===== config.mk =====
export PLATFORM = sky130hd
export DESIGN_NAME = sap_ctrl
export DESIGN_NICKNAME = d
export VERILOG_FILES = /design/src/rtl/core/sap_pkg.sv /design/src/rtl/core/sap_ctrl.sv
export SDC_FILE = /design/constraint.sdc
export NUM_CORES = 1
export LEC_CHECK = 0
export BUFFER_PORTS_ARGS = -buffer_cell sky130_fd_sc_hd__buf_2
export CAP_MARGIN = 15
export CELL_PAD_IN_SITES_DETAIL_PLACEMENT = 0
export CELL_PAD_IN_SITES_GLOBAL_PLACEMENT = 1
export CORE_MARGIN = 5
export CORE_UTILIZATION = 26
export DETAILED_ROUTE_END_ITERATION = 6
export GPL_ROUTABILITY_DRIVEN = 0
export PLACE_DENSITY_LB_ADDON = 0.12
export SYNTH_ARGS = -nofsm -noshare
export SYNTH_HDL_FRONTEND = slang
export SYNTH_SLANG_ARGS = --single-unit

===== constraint.sdc =====
create_clock -name clk -period 1.3 [get_ports clk]
set_input_delay 0.065 -clock clk [delete_from_list [all_inputs] [get_ports clk]]
set_output_delay 0.065 -clock clk [all_outputs]
set_load 0.03 [all_outputs]

===== src/rtl/core/sap_pkg.sv =====
// Shared types, constants and helpers for the skyline atlas packer.
// No dependencies; every other file but sap_ram refers to this package.
`default_nettype none
package sap_pkg;

    localparam int MAX_ITEMS   = 64;
    localparam int MAX_COLUMNS = 1024;
    localparam int MIN_COLUMNS = 8;

    localparam int ITEM_AW  = $clog2(MAX_ITEMS);
    localparam int ITEM_CW  = ITEM_AW + 1;
    localparam int COL_AW   = $clog2(MAX_COLUMNS);
    localparam int COL_CW   = COL_AW + 1;
    localparam int CELL_W   = 16;                    // (15-bit pixels >> m) + 1
    localparam int HEIGHT_W = CELL_W + ITEM_CW - 1;  // sum of all cell heights
    localparam int MIP_MAX  = 4;
    localparam int POS_MAX  = 32767;
    localparam int AH_MAX   = 32768;

    typedef enum logic [3:0] {
        ST_IDLE,
        ST_BASE,
        ST_CLEAR,
        ST_LOAD,
        ST_LOADW,
        ST_FWD,
        ST_BWD,
        ST_WIN,
        ST_PUT,
        ST_CHECK,
        ST_AH,
        ST_ORD,
        ST_OCAP,
        ST_OWAIT
    } sap_state_t;

    typedef struct packed {
        logic [14:0] tex_width;
        logic [14:0] tex_height;
        logic        last_item;
    } sap_in_t;

    typedef struct packed {
        logic [5:0]  item_index;
        logic [14:0] pos_x;
        logic [14:0] pos_y;
        logic [14:0] atlas_width;
        logic [15:0] atlas_hgt;
        logic        overflow;
        logic        last_result;
    } sap_out_t;

    typedef struct packed {
        sap_state_t phase;
        sap_state_t next;
        logic       restart;
        logic       in_fire;
        logic       out_fire;
    } sap_cmd_t;

    typedef struct packed {
        logic base_done;
        logic sweep_done;
        logic items_done;
        logic repack;
        logic ah_done;
        logic out_last;
    } sap_status_t;

    function automatic logic [HEIGHT_W-1:0] hmax(input logic [HEIGHT_W-1:0] a,
                                                 input logic [HEIGHT_W-1:0] b);
        hmax = (a > b) ? a : b;
    endfunction

endpackage
`default_nettype wire


===== src/rtl/core/sap_ctrl.sv =====
// Sequencer of the skyline atlas packer: collect, pack passes, result output.
// Depends on sap_pkg.
`default_nettype none
module sap_ctrl (
    input  wire logic                clk,
    input  wire logic                rst_n,
    input  wire logic                in_valid,
    input  wire logic                in_last,
    input  wire logic                out_ready,
    input  wire sap_pkg::sap_status_t status,
    output logic                     in_ready,
    output logic                     out_valid,
    output sap_pkg::sap_cmd_t        cmd
);

    sap_pkg::sap_state_t state_reg;
    sap_pkg::sap_state_t state_next;
    logic                in_fire;
    logic                out_fire;

    always_ff @(posedge clk or negedge rst_n)
    begin
        if (!rst_n)
        begin
            state_reg <= sap_pkg::ST_IDLE;
        end
        else
        begin
            state_reg <= state_next;
        end
    end

    always_comb
    begin
        in_ready   = (state_reg == sap_pkg::ST_IDLE);
        out_valid  = (state_reg == sap_pkg::ST_OWAIT);
        in_fire    = in_valid && in_ready;
        out_fire   = out_valid && out_ready;
        state_next = state_reg;
        case (state_reg)
            sap_pkg::ST_IDLE:
            begin
                if (in_fire && in_last)
                begin
                    state_next = sap_pkg::ST_BASE;
                end
            end
            sap_pkg::ST_BASE:
            begin
                if (status.base_done)
                begin
                    state_next = sap_pkg::ST_CLEAR;
                end
            end
            sap_pkg::ST_CLEAR:
            begin
                if (status.sweep_done)
                begin
                    state_next = sap_pkg::ST_LOAD;
                end
            end
            sap_pkg::ST_LOAD:  state_next = sap_pkg::ST_LOADW;
            sap_pkg::ST_LOADW: state_next = sap_pkg::ST_FWD;
            sap_pkg::ST_FWD:
            begin
                if (status.sweep_done)
                begin
                    state_next = sap_pkg::ST_BWD;
                end
            end
            sap_pkg::ST_BWD:
            begin
                if (status.sweep_done)
                begin
                    state_next = sap_pkg::ST_WIN;
                end
            end
            sap_pkg::ST_WIN:
            begin
                if (status.sweep_done)
                begin
                    state_next = sap_pkg::ST_PUT;
                end
            end
            sap_pkg::ST_PUT:
            begin
                if (status.sweep_done)
                begin
                    state_next = status.items_done ? sap_pkg::ST_CHECK : sap_pkg::ST_LOAD;
                end
            end
            sap_pkg::ST_CHECK:
            begin
                state_next = status.repack ? sap_pkg::ST_CLEAR : sap_pkg::ST_AH;
            end
            sap_pkg::ST_AH:
            begin
                if (status.ah_done)
                begin
                    state_next = sap_pkg::ST_ORD;
                end
            end
            sap_pkg::ST_ORD:  state_next = sap_pkg::ST_OCAP;
            sap_pkg::ST_OCAP: state_next = sap_pkg::ST_OWAIT;
            sap_pkg::ST_OWAIT:
            begin
                if (out_fire)
                begin
                    state_next = status.out_last ? sap_pkg::ST_IDLE : sap_pkg::ST_ORD;
                end
            end
            default: state_next = sap_pkg::ST_IDLE;
        endcase
        cmd.phase    = state_reg;
        cmd.next     = state_next;
        cmd.restart  = (state_next != state_reg);
        cmd.in_fire  = in_fire;
        cmd.out_fire = out_fire;
    end

endmodule
`default_nettype wire


==> reports/qor.csv, run 1 <==
stage,metric,value,unit
sta,Fin Clk Skew,10.1,ps
drt,total iterations of the first detailed-routing run,3,
final_layout,Layout area overhead,110,%
global_route,first-pass GRT wire length,3060,um
critical_path,CP Max Fanout,5,
logic_synthesis,Synth cell types,30,
critical_path,Startpoint Class,flop,
critical_path,crit end category,primary output,
sta,final setup fails,13,
global_route,gr ovfl total,0,
clock_tree,Sink Count,4,
sta,fmax,519,MHz
logic_synthesis,"Avg Cell Area, Syn",6.87,um^2
clock_tree,total CTS buffers,3,
final_layout,layout cells sized above 1,0.667,
die,die area,0.00284,mm^2
clock_tree,Worst-Skew Late Latency,250,ps
placement,Setup WS pre-CTS,-438,ps
drt,wire length after detailed routing,2010,um
logic_synthesis,Post-synth EDFFs,0,
power_and_ir_drop,Pwr Total,3.29,mW
die,site row count,15,
final_layout,Final Cell Area,0.00102,mm^2
logic_synthesis,Synth Register Bits,4,
drt,DR DRC count,0,
placement,Detailed Place HPWL,1550,um
die,Chip Width,53.3,um
logic_synthesis,Mapped Nets,82,
drt,vias per cell,4.80,
final_layout,post-layout util,0.581,
clock_tree,CTS tree,built,
die,Starting Density,0.277,
power_and_ir_drop,pwr/cell area,3210,mW/mm^2
sta,RSZ-0062 raised after global routing,yes,
sta,final worst-path cycle share,1.48,
sta,Tmin final,1930,ps
final_layout,diodes inserted,0,
logic_synthesis,most numerous cell in the Yosys netlist,nand2_1,
critical_path,crit path kind,flop to primary output,
outcome,status,"finished, violations left",
drt,Routed Antenna Nets,0,
power_and_ir_drop,Leak,0.479,nW
drt,number of DRC markers in iteration 0,4,
drt,drt wl/cell,13.6,um
final_layout,max reg flops,4,
global_route,initial antenna violation count,0,
logic_synthesis,sequential area share after synthesis,0.205,
logic_synthesis,"Top FF cell, synth",dfrtp_1,
logic_synthesis,share of Yosys cell area claimed by the top area cell type,0.205,
logic_synthesis,ranking of synthesized cells by area,"dfrtp_1, nand2_1, nor2_1",
logic_synthesis,Mapped Area,488,um^2
clock_tree,clk slew on worst S/H paths,40,ps
logic_synthesis,Synth Instances,71,
clock_tree,CTS Buffer Depth,2,
die,core area,0.00176,mm^2
global_route,pin count of the biggest net entering global routing,12,
critical_path,CP required,1240,ps
placement,placed inst area,860,um^2
sta,Final WS setup,-627,ps
global_route,Total GRT Usage,0.155,
global_route,vias in the first global route,691,
logic_synthesis,Synth top cells by count,"nand2_1, nor2_1, a21oi_1",
sta,Fin. Hold Viols,0,
power_and_ir_drop,Worst VDD drop,0.00190,V
clock_tree,Root Buffer,clkbuf_4,
placement,port buffer count,23,
flow_run,max_cap viols,0,
drt,routed vias,710,
die,Top-Level Pins,24,
logic_synthesis,cell taking the most area after synthesis,dfrtp_1,
logic_synthesis,synthesis warning total,0,
logic_synthesis,ys async rst share,1.00,
sta,Slew Limit Fails,0,
final_layout,Nets,136,
critical_path,crit path DAT,1860,ps
clock_tree,H-Tree Depth,1,
die,Chip Height,53.3,um
sta,Slew headroom,0.730,
outcome,failing checks,setup timing,
worst_hold_path,worst min-delay path category,primary input to async pin,
sta,Worst-Margin Slew,402,ps
## layout by cell type (no fill, tap or decap), types with 3 or more instances in the layout
master,n
a21oi_2,3
buf_6,10
clkbuf_4,3
buf_4,30
nand2_1,11
buf_2,15
dfrtp_2,4
nor2_1,6
## timing repair
action,4_1_cts,5_1_grt
gates cloned,0,0
hold buffers,1,0
endpoints found under the hold margin,4,0
pin swaps,6,6
setup endpoints to repair,13,13
gates resized for setup,19,13
buffers inserted,4,2
## report_power, final
part           total (mW)  internal [mW]  switching (mW)
sequential          0.306          0.202           0.105
clock               0.160          0.104          0.0568
combinational        2.82           1.38            1.45
total                3.29           1.68            1.61
## critical path, cell delays in order (launching register included)
cell and delay [ps]:
dfrtp_2 420, nand3b_1 220, a31o_1 230, o21a_2 130, mux2_4 310, o221ai_4 140
buf_6 160
## worst paths after layout
path | startpoint | end | slack [ps] | cells after the start
max | state_reg[1] | cmd[2] | -630 | 6
min | rst_n | state_reg[1] | 150 | 2
max reg2reg | state_reg[1] | state_reg[1] | -210 | 6
min reg2reg | state_reg[1] | state_reg[1] | 780 | 3
max in group asynchronous | rst_n | state_reg[0] | 1010 | 2
min in group clk | out_ready | state_reg[2] | 330 | 5
## kinds of logic (layout without fill, tap and decap cells)
family | after synthesis | in the layout | synth area share
muxes | 1 | 1 | 0.0308
and+or+nand+nor | 36 | 36 | 0.362
AOI/OAI and AO/OA | 21 | 21 | 0.300
DFF | 4 | 4 | 0.205
buffers and inverters | 9 | 61 | 0.103
## cell type report
cell class                      count  area, um^2
Inverter                            2        7.51
Timing Repair Buffer               56         423
Clock buffer                        3        22.5
Tap cell                           25        31.3
Multi-Input combinational cell     58         435
Fill cell                         201         739
Sequential cell                     4         105
## routing by layer
| layer | vias up | global-route usage | routed length [um] |
|---|---|---|---|
| li1 | 358 | - | - |
| met5 | - | 0 | 0 |
| met3 | 4 | 0.0366 | 103 |
| met2 | 16 | 0.273 | 1000 |
| met4 | 0 | 0.0894 | 46 |
| met1 | 332 | 0.164 | 858 |
## metrics by stage
stage	instances	hold WS, ps	TNS, ps
CTS	147	159	-3090
floorplan	71	-231	-2130
finish	148	150	-3040
global route	148	170	-3930
detailed placement	141	-124	-1600
global placement	141	-126	-1630
No activity file was read; power rests on OpenSTA's default activity.
==> run 2, diff against run 1 <==
GPL_TIMING_DRIVEN = 0   (was default)
==> reports/qor.csv, run 2 (synthesis results as in run 1) <==
stage,metric,value,unit
critical_path,CP Max Fanout,7,
power_and_ir_drop,Pwr Total,3.11,mW
drt,Routed Antenna Nets,0,
placement,Setup WS pre-CTS,-581,ps
final_layout,Layout area overhead,99.0,%
drt,total iterations of the first detailed-routing run,4,
sta,final setup fails,12,
final_layout,max reg flops,4,
sta,Slew Limit Fails,0,
sta,RSZ-0062 raised after global routing,yes,
final_layout,diodes inserted,0,
critical_path,CP cell instances,buf_6 -> nand3b_1 -> o211ai_1 -> nor2_1 -> mux2_4 -> o221ai_4 -> buf_6,
clock_tree,H-Tree Depth,1,
final_layout,Filler cells,176,
global_route,initial antenna violation count,0,
die,Starting Density,0.277,
outcome,status,"finished, violations left",
sta,Worst-Margin Slew,333,ps
drt,vias per cell,4.97,
critical_path,CP most frequent cell,buf_6,
power_and_ir_drop,pwr/cell area,3210,mW/mm^2
die,Top-Level Pins,24,
die,core area,0.00176,mm^2
placement,Detailed Place HPWL,1290,um
sta,Final WS setup,-619,ps
power_and_ir_drop,Worst VDD drop,0.00159,V
die,site row count,15,
critical_path,CP required,1240,ps
sta,Fin. Hold Viols,0,
final_layout,register area,105,um^2
clock_tree,Worst-Skew Late Latency,230,ps
critical_path,Worst path slowest cell,dfrtp_2,
flow_run,max_cap viols,0,
outcome,failing checks,setup timing,
drt,routed vias,676,
sta,fmax,521,MHz
sta,final worst-path cycle share,1.48,
drt,wire length after detailed routing,1900,um
clock_tree,clk slew on worst S/H paths,40,ps
global_route,first-pass GRT wire length,2870,um
sta,Tmin final,1920,ps
die,Chip Width,53.3,um
die,die area,0.00284,mm^2
clock_tree,Root Buffer,clkbuf_4,
drt,drt wl/cell,14.0,um
global_route,pin count of the biggest net entering global routing,11,
final_layout,"most common cell after layout, fill and taps aside",buf_4,
placement,placed inst area,688,um^2
sta,Fin Clk Skew,5.07,ps
drt,number of DRC markers in iteration 0,10,
critical_path,crit path DAT,1850,ps
clock_tree,CTS Buffer Depth,2,
global_route,vias in the first global route,650,
critical_path,Startpoint Class,flop,
final_layout,post-layout util,0.550,
global_route,Total GRT Usage,0.139,
drt,DR DRC count,0,
clock_tree,total CTS buffers,3,
clock_tree,CTS tree,built,
worst_hold_path,worst min-delay path category,primary input to async pin,
critical_path,crit path kind,flop to primary output,
final_layout,most frequent cells in the layout,"buf_4, buf_2, nand2_1",
die,Chip Height,53.3,um
critical_path,CP max stage delay,460,ps
global_route,gr ovfl total,0,
final_layout,Nets,124,
final_layout,Final Cell Area,971,um^2
sta,Slew headroom,0.778,
critical_path,crit end category,primary output,
power_and_ir_drop,Leak,0.434,nW
clock_tree,Sink Count,4,
final_layout,area of the multi-input gates,463,um^2
placement,port buffer count,23,
final_layout,layout cells sized above 1,0.640,
[run 2: layout make-up]
cell class | count | area share
inverters | 2 | 0.00773
clock buffers | 3 | 0.0232
multi-input cells | 58 | 0.477
well taps | 25 | 0.0322
repair buffers | 38 | 0.291
flip-flops and latches | 4 | 0.108
plain buffers | 6 | 0.0606
[run 2: worst paths after layout]
kind / start / cells past startpoint / endpoint / slack (ps)
max in group asynchronous: rst_n / 2 / state_reg[2] / 990
setup / recovery: state_reg[3] / 7 / cmd[2] / -620
hold / removal: rst_n / 2 / state_reg[0] / 170
min in group clk: status[4] / 3 / state_reg[1] / 250
setup reg to reg: state_reg[3] / 9 / state_reg[2] / -270
hold reg to reg: state_reg[0] / 3 / state_reg[0] / 780
[run 2: per-stage QoR]
step | instances | TNS, ps | hold slack [ps]
floorplan | 71 | -2130 | -231
global placement | 119 | -1530 | -129
detailed placement | 119 | -1520 | -124
CTS | 131 | -3020 | 168
global route | 136 | -4310 | 173
finish | 136 | -3430 | 167
[run 2: critical path, delay by kind of cell, from the launching register on]
kind	cells	cell delay, ps
buffers and inverters	2	320
AO/OA/AOI/OAI	2	320
flip-flops	1	460
AND/OR/NAND/NOR	2	270
multiplexers	1	270
[run 2: routing by layer]
metal / global-route usage / part of all wire / wire, um
met1: 0.164 / 0.44 / 843
met2: 0.239 / 0.50 / 951
met3: 0.0423 / 0.048 / 92
met4: 0.0383 / 0.0063 / 12
met5: 0 / 0 / 0
[run 2: repair_timing]
item / 4_1_cts / 5_1_grt
gates resized for setup: 27 / 16
pin swaps: 8 / 5
hold buffers: 1 / 0
buffers inserted: 8 / 7
endpoints found under the setup margin: 12 / 13
hold endpoints to repair: 4 / 0
[run 2: power breakdown]
part / leakage (nW) / switching [mW] / total, mW / internal [mW]
clock network: 0.0138 / 0.0482 / 0.151 / 0.103
logic: 0.375 / 1.40 / 2.62 / 1.22
registers: 0.0447 / 0.138 / 0.340 / 0.202
==> run 3, diff against run 2 <==
CAP_MARGIN = default   (was 15)
CORE_UTILIZATION = 29   (was 26)
clock period = 2.1 ns   (was 1.3 ns; I/O delays follow)
==> reports/qor.csv, run 3 (synthesis results as in run 1) <==
stage,metric,value,unit
drt,vias per cell,5.32,
placement,port buffer count,23,
critical_path,CP cell instances,buf_2 -> nand3b_1 -> o211ai_1 -> nor2_1 -> mux2_4 -> o221ai_2 -> buf_4,
die,Chip Height,51.0,um
critical_path,Startpoint Class,flop,
final_layout,Nets,112,
clock_tree,Root Buffer,clkbuf_4,
final_layout,Layout area overhead,37.9,%
drt,DR DRC count,0,
sta,Slew headroom,0.710,
critical_path,crit path kind,flop to primary output,
die,die area,0.00260,mm^2
sta,Tmin final,2020,ps
clock_tree,CTS Buffer Depth,2,
final_layout,most frequent cells in the layout,"buf_2, nand2_1, nor2_1",
placement,Setup WS pre-CTS,247,ps
die,Starting Density,0.313,
clock_tree,total CTS buffers,3,
sta,Setup Total Neg Slack,0,ps
drt,Routed Antenna Nets,0,
power_and_ir_drop,Pwr Total,1.32,mW
sta,Fin Clk Skew,2.41,ps
critical_path,Worst path slowest cell,dfrtp_1,
final_layout,register area,101,um^2
sta,Slew Limit Fails,0,
sta,Final WS setup,75.8,ps
global_route,gr ovfl total,0,
die,Top-Level Pins,24,
power_and_ir_drop,pwr/cell area,1960,mW/mm^2
final_layout,diodes inserted,0,
critical_path,CP required,2000,ps
final_layout,max reg flops,4,
global_route,Total GRT Usage,0.126,
clock_tree,clk slew on worst S/H paths,40,ps
clock_tree,CTS tree,built,
final_layout,area of the multi-input gates,342,um^2
clock_tree,H-Tree Depth,1,
sta,final setup fails,0,
critical_path,CP max stage delay,450,ps
sta,fmax,494,MHz
die,site row count,14,
die,core area,0.00156,mm^2
die,Chip Width,51.0,um
power_and_ir_drop,Leak,0.329,nW
sta,Fin. Hold Viols,0,
sta,RSZ-0062 raised after global routing,no,
clock_tree,Sink Count,4,
placement,Detailed Place HPWL,1190,um
final_layout,Filler cells,186,
critical_path,CP Max Fanout,10,
global_route,pin count of the biggest net entering global routing,11,
power_and_ir_drop,Worst VDD drop,0.00126,V
drt,number of DRC markers in iteration 0,5,
final_layout,layout cells sized above 1,0.394,
global_route,first-pass GRT wire length,2510,um
critical_path,crit end category,primary output,
drt,routed vias,612,
sta,Worst-Margin Slew,434,ps
drt,wire length after detailed routing,1550,um
global_route,vias in the first global route,591,
worst_hold_path,worst min-delay path category,primary input to async pin,
flow_run,max_cap viols,0,
critical_path,crit path DAT,1920,ps
critical_path,reg2reg start,state_reg[0],
clock_tree,Worst-Skew Late Latency,230,ps
drt,total iterations of the first detailed-routing run,4,
global_route,initial antenna violation count,0,
drt,drt wl/cell,13.5,um
outcome,status,finished clean,
critical_path,CP Launch Point,state_reg[3],
sta,final worst-path cycle share,0.964,
final_layout,"most common cell after layout, fill and taps aside",buf_2,
[run 3: cell types whose count changed in the layout (fill, tap and decap cells not counted), moves of 3 or more]
cell | before | now
buf_4 | 18 | 5
buf_2 | 15 | 25
buf_6 | 9 | 0
dfrtp_1 | 0 | 3
dfrtp_2 | 4 | 1
nor3_1 | 1 | 4
o21ai_0 | 0 | 3
[run 3: critical path: cells and delay by family, from the launching register on]
family | cells | cell delay [ps]
compound gates | 2 | 300
buf+inv | 2 | 410
flops | 1 | 450
mux | 1 | 260
simple gates | 2 | 280
[run 3: worst paths after layout]
check	end	slack, ps	depth (start not counted)
max reg2reg	state_reg[1]	680	5
min reg2reg	state_reg[0]	710	2
min	state_reg[0]	210	2
min in group clk	state_reg[1]	290	3
max in group asynchronous	state_reg[1]	1760	2
max	cmd[2]	80	7
[run 3: routing by layer]
layer	vias to the layer above	global-route usage	wire [um]
met4	0	0.0269	0
li1	310	-	-
met3	0	0.0523	84
met2	17	0.210	722
met1	285	0.151	747
met5	-	0	0
[run 3: repair_timing]
| item | in CTS | in global routing |
|---|---|---|
| setup buffers | 0 | 1 |
| endpoints found under the hold margin | 4 | 0 |
| resized for setup | 1 | 4 |
| gates cloned | 0 | 0 |
| endpoints found under the setup margin | 1 | 1 |
| hold buffers | 1 | 0 |
[run 3: layout make-up]
cell class	instances	share of cell area
plain buffers	7	0.0669
clock buffers	3	0.0335
inverters	2	0.0112
multi-input cells	58	0.507
flip-flops and latches	4	0.151
well taps	16	0.0297
repair buffers	25	0.201
[run 3: where the power goes]
part	leakage, nW	internal, mW	switching, mW
clock network	0.0138	0.0636	0.0273
registers	0.0485	0.119	0.0531
logic	0.267	0.370	0.688
total	0.329	0.553	0.769
[run 3: per-stage QoR]
step / cells / hold WS, ps / util / instance area, um^2
6_report: 115 / 214 / 0.432 / 673
5_1_grt: 115 / 231 / 0.432 / 673
4_1_cts: 114 / 199 / 0.422 / 658
3_5_place_dp: 110 / -86.3 / 0.400 / 623
3_3_place_gp: 110 / -89.0 / 0.400 / 623
2_1_floorplan: 71 / -191 / - / 488
